<file path="config.mk">
export PLATFORM = sky130hd
export DESIGN_NAME = pid_controller_saturating_unit
export DESIGN_NICKNAME = d
export VERILOG_FILES = /design/src/rtl/core/pcs_pkg.sv /design/src/rtl/core/pcs_datapath.sv /design/src/rtl/core/pid_controller_saturating_unit.sv
export SDC_FILE = /design/constraint.sdc
export NUM_CORES = 2
export LEC_CHECK = 0
export ABC_AREA = 0
export BUFFER_PORTS_ARGS = -buffer_cell sky130_fd_sc_hd__clkbuf_2
export CAP_MARGIN = 20
export CORE_AREA = 2 2 340 342
export CTS_CLUSTER_SIZE = 28
export DETAILED_ROUTE_END_ITERATION = 10
export DIE_AREA = 0 0 342 344
export PLACE_DENSITY = 0.61
export SLEW_MARGIN = 10
export SYNTH_ARGS = -nofsm -noshare
export SYNTH_HDL_FRONTEND = slang
export SYNTH_HIERARCHICAL = 1
export SYNTH_SLANG_ARGS = --single-unit
</file>
<file path="constraint.sdc">
create_clock -name aclk -period 10.55 [get_ports aclk]
set_input_delay 0.5275 -clock aclk [delete_from_list [all_inputs] [get_ports aclk]]
set_output_delay 0.5275 -clock aclk [all_outputs]
set_load 0.02 [all_outputs]
</file>
<file path="src/rtl/core/pcs_pkg.sv">
// Package for the saturating PID controller: payload and register types,
// control word layout and the sequencer program.
// No dependencies.
`default_nettype none

package pcs_pkg;

    localparam int ErrW   = 17;
    localparam int IntegW = 32;
    localparam int MulAW  = 35;
    localparam int MulBW  = 17;
    localparam int ProdW  = MulAW + MulBW;
    localparam int AccW   = ProdW + 1;
    localparam int FracW  = 24;
    localparam int QW     = AccW - FracW;
    localparam int StepW  = 3;

    typedef struct packed {
        logic [15:0] measured;
        logic [15:0] setpoint;
    } pcs_in_t;

    typedef struct packed {
        logic [15:0] drive;
        logic        clamped;
    } pcs_out_t;

    typedef struct packed {
        logic [15:0] prop_gain;
        logic [15:0] int_gain;
        logic [15:0] deriv_gain;
        logic [15:0] step_time;
        logic [15:0] step_rate;
        logic [14:0] out_limit;
    } pcs_cfg_t;

    typedef enum logic [2:0] {
        CFG_PROP_GAIN  = 3'd0,
        CFG_INT_GAIN   = 3'd1,
        CFG_DERIV_GAIN = 3'd2,
        CFG_STEP_TIME  = 3'd3,
        CFG_STEP_RATE  = 3'd4,
        CFG_OUT_LIMIT  = 3'd5
    } pcs_cfg_idx_t;

    typedef enum logic [2:0] {
        ASEL_SUM,
        ASEL_DIFF,
        ASEL_PROD,
        ASEL_INTEG,
        ASEL_ERR
    } pcs_asel_t;

    typedef enum logic [2:0] {
        BSEL_TIME,
        BSEL_RATE,
        BSEL_KD,
        BSEL_KI,
        BSEL_KP
    } pcs_bsel_t;

    typedef enum logic [1:0] {
        ACC_HOLD,
        ACC_LOAD,
        ACC_ADD,
        ACC_ADD_SH8
    } pcs_acc_op_t;

    typedef enum logic [1:0] {
        JMP_NEXT,
        JMP_WAIT_IN,
        JMP_WAIT_OUT
    } pcs_jump_t;

    typedef logic [StepW-1:0] pcs_step_t;

    typedef struct packed {
        pcs_jump_t   jump;
        pcs_asel_t   asel;
        pcs_bsel_t   bsel;
        logic        mul_en;
        pcs_acc_op_t acc_op;
        logic        integ_we;
        logic        prev_we;
        logic        err_we;
        logic        out_we;
    } pcs_uword_t;

    // The last step falls through to step zero when the counter wraps.
    function automatic pcs_uword_t pcs_ucode(input pcs_step_t step);
        pcs_uword_t uw;
        uw        = '0;
        uw.jump   = JMP_NEXT;
        uw.asel   = ASEL_SUM;
        uw.bsel   = BSEL_TIME;
        uw.acc_op = ACC_HOLD;
        case (step)
            3'd0: begin
                uw.jump   = JMP_WAIT_IN;
                uw.err_we = 1'b1;
            end
            3'd1: begin
                uw.asel   = ASEL_SUM;
                uw.bsel   = BSEL_TIME;
                uw.mul_en = 1'b1;
            end
            3'd2: begin
                uw.integ_we = 1'b1;
                uw.asel     = ASEL_DIFF;
                uw.bsel     = BSEL_RATE;
                uw.mul_en   = 1'b1;
            end
            3'd3: begin
                uw.prev_we = 1'b1;
                uw.asel    = ASEL_PROD;
                uw.bsel    = BSEL_KD;
                uw.mul_en  = 1'b1;
            end
            3'd4: begin
                uw.acc_op = ACC_LOAD;
                uw.asel   = ASEL_INTEG;
                uw.bsel   = BSEL_KI;
                uw.mul_en = 1'b1;
            end
            3'd5: begin
                uw.acc_op = ACC_ADD;
                uw.asel   = ASEL_ERR;
                uw.bsel   = BSEL_KP;
                uw.mul_en = 1'b1;
            end
            3'd6: begin
                uw.acc_op = ACC_ADD_SH8;
            end
            3'd7: begin
                uw.jump   = JMP_WAIT_OUT;
                uw.out_we = 1'b1;
            end
            default: begin
                uw.jump = JMP_NEXT;
            end
        endcase
        return uw;
    endfunction

endpackage

`default_nettype wire

</file>
<file path="src/rtl/core/pcs_datapath.sv">
// Datapath of the saturating PID controller: one shared multiplier, the
// integral and error state, the accumulator and the result register.
// Depends on pcs_pkg.
`default_nettype none

module pcs_datapath (
    input  wire logic               aclk,
    input  wire logic               aresetn,
    input  wire pcs_pkg::pcs_uword_t ctl,
    input  wire pcs_pkg::pcs_cfg_t   cfg,
    input  wire pcs_pkg::pcs_in_t    in_word,
    output pcs_pkg::pcs_out_t        out_word
);
    import pcs_pkg::*;

    logic signed [ErrW-1:0]   err_reg, err_next;
    logic signed [ErrW-1:0]   prev_reg, prev_next;
    logic signed [IntegW-1:0] integ_reg, integ_next;
    logic signed [ProdW-1:0]  prod_reg, prod_next;
    logic signed [AccW-1:0]   acc_reg, acc_next;
    pcs_out_t                 out_reg, out_next;

    logic signed [ErrW:0]     err_sum;
    logic signed [ErrW:0]     err_diff;
    logic signed [MulAW-1:0]  mul_a;
    logic signed [MulBW-1:0]  mul_b;
    logic signed [ProdW-9:0]  integ_inc;
    logic signed [IntegW:0]   integ_wide;
    logic signed [QW-1:0]     q_floor;
    logic signed [QW-1:0]     q_val;
    logic signed [QW-1:0]     q_lim;
    logic                     round_up;

    assign err_sum  = (ErrW+1)'(err_reg) + (ErrW+1)'(prev_reg);
    assign err_diff = (ErrW+1)'(err_reg) - (ErrW+1)'(prev_reg);

    always_comb begin
        case (ctl.asel)
            ASEL_SUM:   mul_a = MulAW'(err_sum);
            ASEL_DIFF:  mul_a = MulAW'(err_diff);
            ASEL_PROD:  mul_a = $signed(prod_reg[MulAW-1:0]);
            ASEL_INTEG: mul_a = MulAW'(integ_reg);
            ASEL_ERR:   mul_a = MulAW'(err_reg);
            default:    mul_a = '0;
        endcase
        case (ctl.bsel)
            BSEL_TIME: mul_b = $signed({1'b0, cfg.step_time});
            BSEL_RATE: mul_b = $signed({1'b0, cfg.step_rate});
            BSEL_KD:   mul_b = MulBW'($signed(cfg.deriv_gain));
            BSEL_KI:   mul_b = MulBW'($signed(cfg.int_gain));
            BSEL_KP:   mul_b = MulBW'($signed(cfg.prop_gain));
            default:   mul_b = '0;
        endcase
    end

    always_comb begin
        err_next  = err_reg;
        prev_next = prev_reg;
        prod_next = prod_reg;
        acc_next  = acc_reg;
        if (ctl.err_we) begin
            err_next = ErrW'($signed(in_word.setpoint)) - ErrW'($signed(in_word.measured));
        end
        if (ctl.prev_we) begin
            prev_next = err_reg;
        end
        if (ctl.mul_en) begin
            prod_next = mul_a * mul_b;
        end
        case (ctl.acc_op)
            ACC_LOAD:    acc_next = AccW'(prod_reg);
            ACC_ADD:     acc_next = acc_reg + AccW'(prod_reg);
            ACC_ADD_SH8: acc_next = acc_reg + (AccW'(prod_reg) <<< 8);
            default:     acc_next = acc_reg;
        endcase
    end

    // Floor of the increment is an arithmetic shift; the sum saturates to 32 bits.
    assign integ_inc  = prod_reg[ProdW-1:8];
    assign integ_wide = (IntegW+1)'(integ_reg) + (IntegW+1)'(integ_inc);

    always_comb begin
        integ_next = integ_reg;
        if (ctl.integ_we) begin
            if (integ_wide[IntegW] != integ_wide[IntegW-1]) begin
                integ_next = integ_wide[IntegW] ? {1'b1, {(IntegW-1){1'b0}}}
                                                : {1'b0, {(IntegW-1){1'b1}}};
            end else begin
                integ_next = integ_wide[IntegW-1:0];
            end
        end
    end

    // Truncation toward zero: a negative sum with a nonzero fraction rounds up.
    assign q_floor  = acc_reg[AccW-1:FracW];
    assign round_up = acc_reg[AccW-1] && (|acc_reg[FracW-1:0]);
    assign q_val    = q_floor + QW'(round_up);
    assign q_lim    = $signed(QW'(cfg.out_limit));

    always_comb begin
        out_next = out_reg;
        if (ctl.out_we) begin
            if (q_val > q_lim) begin
                out_next.drive   = {1'b0, cfg.out_limit};
                out_next.clamped = 1'b1;
            end else if (q_val < -q_lim) begin
                out_next.drive   = -{1'b0, cfg.out_limit};
                out_next.clamped = 1'b1;
            end else begin
                out_next.drive   = q_val[15:0];
                out_next.clamped = 1'b0;
            end
        end
    end

    always_ff @(posedge aclk) begin
        if (!aresetn) begin
            prev_reg  <= '0;
            integ_reg <= '0;
        end else begin
            prev_reg  <= prev_next;
            integ_reg <= integ_next;
        end
    end

    always_ff @(posedge aclk) begin
        err_reg  <= err_next;
        prod_reg <= prod_next;
        acc_reg  <= acc_next;
        out_reg  <= out_next;
    end

    assign out_word = out_reg;

endmodule

`default_nettype wire

</file>
<file path="src/rtl/core/pid_controller_saturating_unit.sv">
// Top level of the saturating PID controller: handshakes, configuration
// registers and the microcoded step sequencer.
// Depends on pcs_pkg and pcs_datapath.
//
//   Channel   Ports                                 Direction  Word
//   input     s_valid, s_ready, s_data              in         measured, setpoint
//   result    m_valid, m_ready, m_data              out        drive, clamped
//   config    cfg_valid, cfg_ready, cfg_index/data  in         register index, value
//
// Each word runs the step that takes it in, five multiply steps on a single shared
// 35x17 multiplier, one add step and a last step that loads the result register.
// s_ready is high only on the program's first step.
// A result waiting on m_ready stalls the program at its last step only;
// the next input word is taken as soon as that result is registered.
// Reset (aresetn low, synchronous) clears the step, m_valid, integral and
// previous-error registers and loads register defaults.
`default_nettype none

module pid_controller_saturating_unit (
    input  wire logic              aclk,
    input  wire logic              aresetn,
    input  wire logic              s_valid,
    output logic                   s_ready,
    input  wire pcs_pkg::pcs_in_t  s_data,
    output logic                   m_valid,
    input  wire logic              m_ready,
    output pcs_pkg::pcs_out_t      m_data,
    input  wire logic              cfg_valid,
    output logic                   cfg_ready,
    input  wire logic [2:0]        cfg_index,
    input  wire logic [15:0]       cfg_data
);
    import pcs_pkg::*;

    pcs_step_t  step_reg, step_next;
    logic       m_valid_reg, m_valid_next;
    pcs_cfg_t   cfg_reg, cfg_next;
    pcs_uword_t uw;
    pcs_uword_t ctl;
    logic       in_fire;
    logic       out_free;
    logic       advance;

    assign uw        = pcs_ucode(step_reg);
    assign s_ready   = (uw.jump == JMP_WAIT_IN);
    assign in_fire   = s_valid && s_ready;
    assign out_free  = !m_valid_reg || m_ready;
    assign cfg_ready = 1'b1;

    always_comb begin
        case (uw.jump)
            JMP_WAIT_IN:  advance = in_fire;
            JMP_WAIT_OUT: advance = out_free;
            default:      advance = 1'b1;
        endcase
    end

    always_comb begin
        ctl        = uw;
        ctl.err_we = uw.err_we && in_fire;
        ctl.out_we = uw.out_we && out_free;
    end

    assign step_next = advance ? step_reg + 1'b1 : step_reg;

    always_comb begin
        m_valid_next = m_valid_reg;
        if (m_ready) begin
            m_valid_next = 1'b0;
        end
        if (ctl.out_we) begin
            m_valid_next = 1'b1;
        end
    end

    always_comb begin
        cfg_next = cfg_reg;
        if (cfg_valid) begin
            case (cfg_index)
                CFG_PROP_GAIN:  cfg_next.prop_gain  = cfg_data;
                CFG_INT_GAIN:   cfg_next.int_gain   = cfg_data;
                CFG_DERIV_GAIN: cfg_next.deriv_gain = cfg_data;
                CFG_STEP_TIME:  cfg_next.step_time  = cfg_data;
                CFG_STEP_RATE:  cfg_next.step_rate  = cfg_data;
                CFG_OUT_LIMIT:  cfg_next.out_limit  = cfg_data[14:0];
                default:        cfg_next = cfg_reg;
            endcase
        end
    end

    always_ff @(posedge aclk) begin
        if (!aresetn) begin
            step_reg    <= '0;
            m_valid_reg <= 1'b0;
            cfg_reg     <= '{prop_gain:  16'd256,
                             int_gain:   16'd256,
                             deriv_gain: 16'd256,
                             step_time:  16'd13107,
                             step_rate:  16'd1280,
                             out_limit:  15'd400};
        end else begin
            step_reg    <= step_next;
            m_valid_reg <= m_valid_next;
            cfg_reg     <= cfg_next;
        end
    end

    pcs_datapath u_datapath (
        .aclk     (aclk),
        .aresetn  (aresetn),
        .ctl      (ctl),
        .cfg      (cfg_reg),
        .in_word  (s_data),
        .out_word (m_data)
    );

    assign m_valid = m_valid_reg;

endmodule

`default_nettype wire

</file>
# After elaboration in Yosys (flattened, before gate mapping)
# Index checks and enable logic that the tools add are counted.
[classes]
n_addsub = 10
multipliers = 1
magnitude_cmp = 2
eq_ne = 26
n_mux = 17
n_reduce_logical = 19
[ops]
columns = ["op", "n"]
rows = [
  ["$pmux 35 s5", 1],
  ["$pmux 53 s3", 1],
  ["$pmux 17 s5", 1],
  ["$mux 32", 2],
  ["$add 53x52->53", 1],
  ["$add 53x53->53", 1],
  ["$mul 35x17->52", 1],
  ["$pmux 7 s5", 1],
  ["$add 32x33->33", 1],
  ["$add 29x1->29", 1],
  ["$gt 29x16->1", 1],
  ["$lt 29x29->1", 1],
  ["$neg 15->29", 1],
  ["$eq 3x2->1 const B", 8],
  ["$eq 3x3->1 const B", 8],
  ["$reduce_or 24->1", 1],
  ["$add 17x17->18", 1],
  ["$sub 17x17->18", 1],
  ["$mux 17", 1],
  ["$sub 16x16->17", 1],
  ["$mux 16", 1],
  ["$neg 15->16", 1],
  ["$eq 3x1->1 const B", 4],
  ["$logic_not 3->1", 4],
  ["other kinds (14)", 30],
]
[totals]
regBits = 287
wordCells = 91

# Logic depth before layout (Yosys ltp)
[depth]
word_depth = 6
mapped_depth = 39
ltp_nobuf = 36

# Cells and area by module
# Netlist, hierarchy kept.
[modules_own_cells]
columns = ["mod", "instances", "cells_per_inst", "area_each_um2"]
rows = [
  ["pcs_datapath", 1, 4846, 41406.0],
  ["pid_controller_saturating_unit", 1, 468, 3913.8],
]

# Least setup slack after synthesis
# OpenSTA, ideal clock, no wires.
[synth_path]
path_type = "register -> register"
startpoint = "register step_reg[0]"
endpoint = "register u_datapath.prod_reg[51] (data pin)"
setup_time_ps = 260
arrival_time_ps = 8505
path_slack_ps = 1785
stages_incl_launch_ff = 34
path_cell_list = "dfxtp_1 -> ha_1 -> ha_1 -> o311ai_0 -> nand2_1 -> buf_2 -> buf_1 -> mux2i_1 -> o21ai_0 -> a221oi_1 -> clkbuf_1 -> buf_1 -> nor2_1 -> fa_1 -> inv_1 -> fa_1 -> fa_1 -> inv_1 -> fa_1 -> inv_1 -> fa_1 -> fa_1 -> inv_1 -> ha_1 -> a21oi_1 -> o21ai_0 -> a32oi_1 -> nand3_1 -> a31oi_1 -> o211ai_1 -> a41o_1 -> a221o_1 -> a21oi_1 -> xnor2_1"
[synth_rtl]
columns = ["element", "line", "text"]
rows = [
  ["start, declared", "pid_controller_saturating_unit.sv:35", "pcs_step_t step_reg, step_next;"],
  ["start signal, assigned", "pid_controller_saturating_unit.sv:102", "step_reg <= step_next;"],
  ["end signal, assigned", "pcs_datapath.sv:128", "prod_reg <= prod_next;"],
  ["end, declared", "pcs_datapath.sv:19", "logic signed [ProdW-1:0] prod_reg, prod_next;"],
]

# Worst setup path after layout
[layout_path]
startpoint = "register u_datapath.err_reg[6]"
endpoint = "register u_datapath.prod_reg[48] (data pin)"
[layout_between]
elab_chain_len = 3
[layout_rtl]
columns = ["element", "line", "text"]
rows = [
  ["start, declared", "pcs_datapath.sv:16", "logic signed [ErrW-1:0] err_reg, err_next;"],
  ["start signal, assigned", "pcs_datapath.sv:127", "err_reg <= err_next;"],
  ["$sub 17x17->18 or $add 17x17->18 (tied branches)", "pcs_datapath.sv:35, pcs_datapath.sv:34", ""],
  ["$pmux 35 s5 *", "pcs_datapath.sv:38", "case (ctl.asel)"],
  ["$mul 35x17->52 *", "pcs_datapath.sv:68", "prod_next = mul_a * mul_b;"],
]
# Mark *: on every way between the ends. The rest lies on a longest branch, timed or not.
# A chain may end at the register's enable or synchronous reset.

==> metrics.md <==
| Metric | Value |
|---|---|
| Core Area | `114000 um^2` |
| Root Driver | `clkbuf_16` |
| Worst slew pin tran | `1.20 ns` |
| Remaining Overflow, GRT | `0` |
| Ys Warns | `6` |
| Avg Cell Area, Syn | `8.53 um^2` |
| Drt initial violations | `3350` |
| Worst Setup SP | `u_datapath/err_reg[6]$_DFFE_PP_` |
| H-tree depth | `2` |
| Clock Path Buffers | `3` |
| Min Tclk post-route | `10.01 ns` |
| WP data arrival | `10.35 ns` |
| Hold path cells | `3` |
| Setup ws final | `0.538 ns` |
| Max FO, Critical Path | `24` |
| Syn Nets | `6296` |
| Startpoint types | `register` |
| Distinct cell type count after synthesis | `106` |
| Final setup violation count | `0` |
| Area leader, netlist | `fa_1` |
| TritonCTS Buffers | `34` |
| Drt first pass iters | `6` |
| Later-pin clock latency in the skew report | `0.57 ns` |
| Clock-pin slew on the worst setup and hold paths | `0.06 ns` |
| GRT Total Usage | `25.4%` |
| Rel. slew slack | `19.2%` |
| Critical-path top delay cell | `a311oi_1` |
| Slew Limit Fails | `0` |
| Inserted Diodes | `0` |
| Post-synth top flop | `dfxtp_1` |
| HPWL Detailed | `119000 um` |
| Routed via count | `39166` |
| Simple-gate share of the synthesized area | `13.9%` |
| R2R cell count | `28` |
| Commonest cells after routing, fill and taps aside | `inv_1 (714), fa_1 (572), nand2_1 (514)` |
| Synth Area in XOR/XNOR | `4.40%` |
| Hold Crit Class | `input pin to register` |
| WP data required | `10.88 ns` |
| Compound-gate portion of the synthesized area | `19.7%` |
| Largest stage delay on the critical path | `0.69 ns` |
| Max reg flops | `95` |
| WL/cell | `22.2 um` |
| Mux contribution to synthesized area | `2.08%` |
| Clk sink count | `287` |
| RSZ-0062 raised after global routing | `no` |
| CTS tree | `built` |
| Final hold viol count | `0` |
| Initial Util | `39.8%` |
| CP most frequent cell | `fa_1` |
| Max Cap Viol | `0` |
| Largest net degree at the start of global routing | `116` |
| Asr flop ratio synth | `0%` |
| R2R Setup Slk | `0.54 ns` |
| Die Y | `344 um` |
| Setup_tns | `0 ns` |
| Proportion of layout cells with a drive suffix above 1 | `6.57%` |
| Area grow syn2layout | `7.67%` |
| Fmax | `0.0999 GHz` |
| Worst reg2reg path startpoint | `u_datapath/err_reg[6]$_DFFE_PP_` |
| Endpoint type of the worst setup path | `register` |
| Yosys top cell area share | `25.3%` |
| Die ar. | `118000 um^2` |
| Nets | `6250` |
| Sequential share of the synthesized area | `15.7%` |
| Row count | `124` |
| Final GP Congestion | `0.970` |
| Final period util | `94.9%` |
| RR Endpoint | `u_datapath/prod_reg[48]$_DFFE_PP_` |
| Vias per inst | `5.75` |
| Final wirelength | `151000 um` |
| Critical Path Sink | `u_datapath/prod_reg[48]$_DFFE_PP_` |
| Die Span X | `342 um` |
| Largest family of logic cells by synthesized area | `adder cells` |
| Clock skew | `0.0261 ns` |
| First-pass GRT wire length | `232000 um` |
| Most area-consuming cells after synthesis | `fa_1 (25%), ha_1 (9.8%), edfxtp_1 (9.2%)` |
| Routed Antenna Nets | `0` |
| Number of global-route vias before repair | `38462` |
| DR DRC count | `0` |
| Number of synthesized flops with an enable pin | `139` |
| Buffers added on ports | `74` |
| Hold_buf cts | `0` |
| FF+latch count, synth | `287` |
| IO Pins | `76` |
| Status | `completed` |
| Setup WS pre-CTS | `0.471 ns` |
| Cells after Synth | `5314` |
| Antenna violations before repair | `1` |
| Setup Crit Path Kind | `register to register` |
| Mapped cell area | `45300 um^2` |
| Most common cell after layout, fill and taps aside | `inv_1` |
| Synth Area in Adders | `35.7%` |
metal layers:
layer	vias to the layer above	GRT usage, %	routed length, um
met5	-	0	0
met4	0	6.02	3680
met3	199	4.17	13000
met2	1622	39.7	66600
met1	19384	36.6	67500
li1	17961	-	-
per-stage QoR:
step	instance area, um^2	instances	hold slack (ns)	util (%)
after detailed placement	47600	6738	0.446	41.8
after global routing	48800	6806	0.266	42.8
after CTS	48700	6800	0.232	42.8
after floorplan	45300	5314	0.434	-
final	48800	6806	0.275	42.8
after global placement	47600	6737	0.443	41.8
synth_stat cells (42+ instances only):
cell,number
nand2_1,515
nand2b_1,51
a21oi_1,422
clkbuf_1,198
nand3_1,93
ha_1,354
edfxtp_1,139
nor2b_1,49
a22oi_1,42
fa_1,572
xnor2_1,147
o21ai_0,311
mux2i_1,65
xor2_1,78
nor2_1,365
inv_1,715
a21o_1,122
nor3_1,75
dfxtp_1,148
a21boi_0,77
a211oi_1,55
worst min-delay path by stage:
stage	start	slack, ns	end
6_report	cfg_data[15]	0.27	cfg_reg[62]$_SDFFE_PN0P_
3_5_place_dp	cfg_reg[77]$_SDFFE_PN0P_	0.45	cfg_reg[77]$_SDFFE_PN0P_
2_1_floorplan	cfg_reg[20]$_SDFFE_PN0P_	0.43	cfg_reg[20]$_SDFFE_PN0P_
4_1_cts	cfg_data[15]	0.23	cfg_reg[62]$_SDFFE_PN0P_
5_1_grt	cfg_data[15]	0.27	cfg_reg[62]$_SDFFE_PN0P_
3_3_place_gp	cfg_reg[62]$_SDFFE_PN0P_	0.44	cfg_reg[62]$_SDFFE_PN0P_
cell type report:
type / instances / area (um^2)
Tap cell: 1512 / 1890
Inverter: 717 / 2690
Multi-Input combinational cell: 4048 / 34700
Timing Repair Buffer: 180 / 1220
Clock buffer: 46 / 967
Sequential cell: 287 / 7140
Fill cell: 11374 / 65100
Clock inverter: 16 / 168
cell families after synthesis:
logic type | count (synthesis)
fa+ha+maj | 957
mux | 89
simple gates | 1375
compound gates | 1398
flops | 287
buf+inv | 981
xor+xnor | 226
other cells | 1
critical path: cells and delay by family (launching register included):
| family | cells | cell delay, ns |
|---|---|---|
| AND/OR/NAND/NOR | 4 | 0.92 |
| flip-flops | 1 | 0.52 |
| buffers and inverters | 2 | 0.10 |
| adder cells (fa/ha/maj) | 8 | 3.94 |
| AO/OA/AOI/OAI | 14 | 4.28 |
repair_timing:
item,CTS,global route
endpoints found under the setup margin,0,5
resized for setup,0,4
buffers inserted,0,2
Power is left out: the tool's default activity adds up to more than one toggle a clock period on the data nets, which glitch-free logic cannot reach.
